**src/rtl/nndr_pkg.sv**
```systemverilog
// Package for the nearest neighbour distance ranker.
// Holds the beat structs, the operation and status codes and the sequencer states.
// No dependencies.
package nndr_pkg;

	localparam int MAX_ELEMENTS_DEF = 4096;
	localparam int MAX_ITEMS_DEF = 8192;
	localparam int DIST_W = 42;
	localparam int ITEM_W = 13;
	localparam int VAL_W = 16;
	localparam int IDX_W = 12;
	localparam int LEN_W = 13;
	localparam int CFG_IDX_W = 1;
	localparam logic [LEN_W-1:0] VECTOR_LENGTH_RESET = 13'd4096;

	localparam logic [CFG_IDX_W-1:0] REG_VECTOR_LENGTH = 1'd0;
	localparam logic [CFG_IDX_W-1:0] REG_SKIP_NEAREST = 1'd1;

	typedef enum logic [1:0] {
		OP_QUERY = 2'd0,
		OP_DATABASE = 2'd1,
		OP_READ = 2'd2,
		OP_CLEAR = 2'd3
	} op_t;

	typedef enum logic [1:0] {
		ST_OK = 2'd0,
		ST_RANK_RANGE = 2'd1,
		ST_FULL = 2'd2,
		ST_UNUSED = 2'd3
	} status_t;

	localparam logic KIND_ITEM = 1'b0;
	localparam logic KIND_RANK = 1'b1;

	typedef struct packed {
		logic [1:0] operation;
		logic [VAL_W-1:0] element_value;
		logic [IDX_W-1:0] element_index;
		logic [ITEM_W-1:0] rank_position;
	} in_beat_t;

	typedef struct packed {
		logic result_kind;
		logic [ITEM_W-1:0] item_number;
		logic [DIST_W-1:0] squared_distance;
		logic [1:0] status;
	} out_beat_t;

	typedef enum logic [2:0] {
		S_IDLE,
		S_QREAD,
		S_MAC,
		S_SCAN,
		S_SHIFT,
		S_PLACE,
		S_RREAD,
		S_RDONE
	} state_t;

	// Control from the sequencer to the table memory.
	typedef struct packed {
		logic rd_en;
		logic wr_en;
		logic wr_sel_new;
	} tbl_ctl_t;

endpackage

```
**src/rtl/nndr_mac.sv**
```systemverilog
// Shared difference-square-accumulate unit with saturation.
// Depends on nndr_pkg.
module nndr_mac
	import nndr_pkg::*;
(
	input  logic clk,
	input  logic arst_n,
	input  logic clr,
	input  logic step,
	input  logic [VAL_W-1:0] a,
	input  logic [VAL_W-1:0] b,
	output logic [DIST_W-1:0] acc_next
);

	logic [DIST_W-1:0] acc_q;
	logic [VAL_W-1:0] diff;
	logic [2*VAL_W-1:0] sq;
	logic [DIST_W:0] sum;

	assign diff = (a >= b) ? (a - b) : (b - a);
	assign sq = diff * diff;
	assign sum = {1'b0, acc_q} + {{(DIST_W+1-2*VAL_W){1'b0}}, sq};
	// saturated value the accumulator takes on a step
	assign acc_next = sum[DIST_W] ? {DIST_W{1'b1}} : sum[DIST_W-1:0];

	always_ff @(posedge clk or negedge arst_n) begin
		if (!arst_n) begin
			acc_q <= '0;
		end else if (clr) begin
			acc_q <= '0;
		end else if (step) begin
			acc_q <= acc_next;
		end
	end

endmodule

```
**config.mk**
```make
export PLATFORM = sky130hd
export DESIGN_NAME = nndr_mac
export DESIGN_NICKNAME = d
export VERILOG_FILES = /design/src/rtl/nndr_pkg.sv /design/src/rtl/nndr_mac.sv
export SDC_FILE = /design/constraint.sdc
export NUM_CORES = 1
export LEC_CHECK = 0
export BUFFER_PORTS_ARGS = -buffer_cell sky130_fd_sc_hd__buf_2
export CAP_MARGIN = 40
export CORE_AREA = 3 3 162 164
export DETAILED_ROUTE_END_ITERATION = 7
export DIE_AREA = 0 0 165 167
export PLACE_DENSITY = 0.67
export SLEW_MARGIN = 20
export SYNTH_ARGS = -nofsm -noshare
export SYNTH_HDL_FRONTEND = slang
export SYNTH_SLANG_ARGS = --single-unit
```
**constraint.sdc**
```tcl
create_clock -name clk -period 25.1 [get_ports clk]
set_input_delay 5.02 -clock clk [delete_from_list [all_inputs] [get_ports clk]]
set_output_delay 5.02 -clock clk [all_outputs]
set_load 0.05 [all_outputs]
```
==> reports/results.tsv <==
metric	value	unit
status	complete, no violations	
ys_ff_latch	42	
die_x	165	um
crit_type	primary input to output pin	
coreArea	25000	um^2
netlist_area	12300	um^2
max-slew-margin-rel	44.8	%
num_rows	58	
largest-register	acc_q	
fmax	0.0497	GHz
start_kind	primary input	
r2r_cells	17	
cts.sinks	42	
synth_flop_cell	dfrtp_1	
grt_pass1_wl	50100	um
synthDistinctLibCells	73	
fin_nets	1893	
holdPathEnd	acc_q[33]$_DFFE_PN0P_	
finalCriticalPeriod	20110	ps
vias_per_cell	5.32	
route.detailed.drc	0	
required	20080	ps
diodes	0	
antenna_found_initial	0	
ctsRootBufferMaster	clkbuf_16	
grt_use_total	22.5	%
postCtsHoldBufs	0	
final_area	13200	um^2
ys_seq_area_share	8.53	%
syn_nets	1850	
hold_start	acc_q[33]$_DFFE_PN0P_	
portBuffers	77	
final_hold_viol_count	0	
post_cts_buffers	0	
r2r-start	acc_q[9]$_DFFE_PN0P_	
drt_first_pass_iters	8	
drtAntennaViolNets	0	
die-area	27600	um^2
clk_pin_slew	60	ps
largest_register_ffs	42	
async_flop_share	100	%
hp-class	flip-flop to flip-flop	
clk_path_buf_depth	2	
critPathMaxFanout	14	
post_cts_resized	0	
crit_path_end_kind	output pin	
overflow	0	
fin_crit_sh	80.1	%
ioPinCount	78	
dp_cells	1845	
fillers	2419	
yosys.area.top_type	fa_1	
reg2reg_to	acc_q[12]$_DFFE_PN0P_	
cts.htree.levels	2	
dieHeight	167	um
max_stage_delay	610	ps
drt_iter0_markers	624	
yosys.area.top_type_share	31.5	%
num_vias	9860	
dpl_cell_area	13000	um^2
synthCells	1481	
dp_hpwl	25200	um
tightest_slew	822	ps
setup_tns	0	ps
numCtsBuffers	5	
start_util	49.2	%
min_path_cells	2	
finalNonFillerCells	1855	
cp_common_cell	fa_1	
top_regs	acc_q: 42 flops	
synth_area_leaders	fa_1, ha_1, inv_1	
finalMaxSlewViolations	0	
max_cap_viol_count	0	
register_area	1050	um^2
finalSetupViolations	0	
grt_max_degree	66	
cts_tree	built	
clkLatencyLatePin	290	ps
multi_input_area	9550	um^2
rsz0062_at_grt	no	
grt_pass1_vias	10200	
synth.avg_cell_area	8.32	um^2
synth_edf_count	0	
clock_skew	1.80	ps
arrival	15090	ps
wirelength	29900	um
ys_warn_count	0	
wire_per_inst	16.1	um
rrSetupSlack	19480	ps
drive_gt1_share	9.25	%
crit_slowest_cell	fa_1	
area_growth	6.74	%
place_congestion	0.905	
==> per-layer routing <==
layer,GRT usage [%],vias to the layer above,wire length (um)
met2,38.2,250,15100
met3,2.66,48,1420
met5,0,-,0
li1,-,4696,-
met4,5.47,0,777
met1,30.7,4866,12600
==> stage by stage <==
step	util, %	hold slack, ps	worst slack (ps)
6_report	52.6	564	4990
5_1_grt	52.6	599	4390
4_1_cts	52.4	565	4890
3_5_place_dp	51.8	556	4910
3_3_place_gp	51.5	550	4600
2_1_floorplan	-	519	6260
==> synthesized netlist by cell type (5+ instances only) <==
| cell type | number |
|---|---|
| nor2b_1 | 9 |
| and3_1 | 16 |
| nor2_1 | 138 |
| nand2_1 | 111 |
| inv_1 | 380 |
| xor2_1 | 14 |
| nand3_1 | 8 |
| a21oi_1 | 65 |
| dfrtp_1 | 42 |
| a211oi_1 | 28 |
| a21o_1 | 40 |
| a221o_1 | 5 |
| a31oi_1 | 13 |
| o21bai_1 | 11 |
| buf_2 | 13 |
| nand2b_1 | 12 |
| o21ai_0 | 30 |
| inv_2 | 8 |
| o21a_1 | 17 |
| xnor2_1 | 26 |
| a311oi_1 | 11 |
| nor3_1 | 11 |
| nand4_1 | 9 |
| buf_6 | 5 |
| clkbuf_1 | 32 |
| fa_1 | 194 |
| ha_1 | 139 |
| and2_1 | 7 |
==> how the worst max path moves through the flow <==
stage	start	end	slack, ps	cells after the start
global route	a[8]	acc_next[40]	4390	36
floorplan	a[9]	acc_next[37]	6260	37
finish	a[8]	acc_next[40]	4990	36
global placement	a[8]	acc_next[40]	4600	34
CTS	a[8]	acc_next[40]	4890	35
detailed placement	a[8]	acc_next[40]	4910	35
==> layout by cell type, fill, tap and decap left out, types with 13 or more instances in the layout <==
cell      netlist  layout
a21o_1         40      40
fa_1          194     194
and3_1         16      16
nand2_1       111     111
o21ai_0        30      30
buf_2          13      78
a31oi_1        13      13
ha_1          139     139
o21a_1         17      17
dfrtp_1        42      42
xor2_1         14      14
a21oi_1        65      65
xnor2_1        26      26
nor2_1        138     137
inv_1         380     380
a211oi_1       28      28
==> final cells by class <==
type,count,share of cell area (%)
repair buffers,90,4.04
clock inverters,2,0.0951
multi-input cells,995,72.6
well taps,330,3.14
clock buffers,6,1.06
inverters,390,11.1
flip-flops and latches,42,7.99
==> critical path, delay by kind of cell <==
kind / cells / cell delay (ps)
adder cells (fa/ha/maj): 8 / 3950
AO/OA/AOI/OAI: 7 / 2090
AND/OR/NAND/NOR: 8 / 1850
buffers and inverters: 10 / 1430
multiplexers: 2 / 580
XOR/XNOR: 1 / 160
==> logic make-up (layout without fill, tap and decap cells) <==
family                   after synthesis  in the layout  share of synthesized area (%)
adder cells (fa/ha/maj)              333            333                           45.6
multiplexers                           5              5                          0.568
XOR/XNOR                              49             49                           4.21
AND/OR/NAND/NOR                      352            352                           12.9
flip-flops                            42             42                           8.53
buffers and inverters                444            488                           14.0
AO/OA/AOI/OAI                        256            256                           14.2
Power is left out: the tool's default activity adds up to more than one toggle a clock period on the data nets, which glitch-free logic cannot reach.
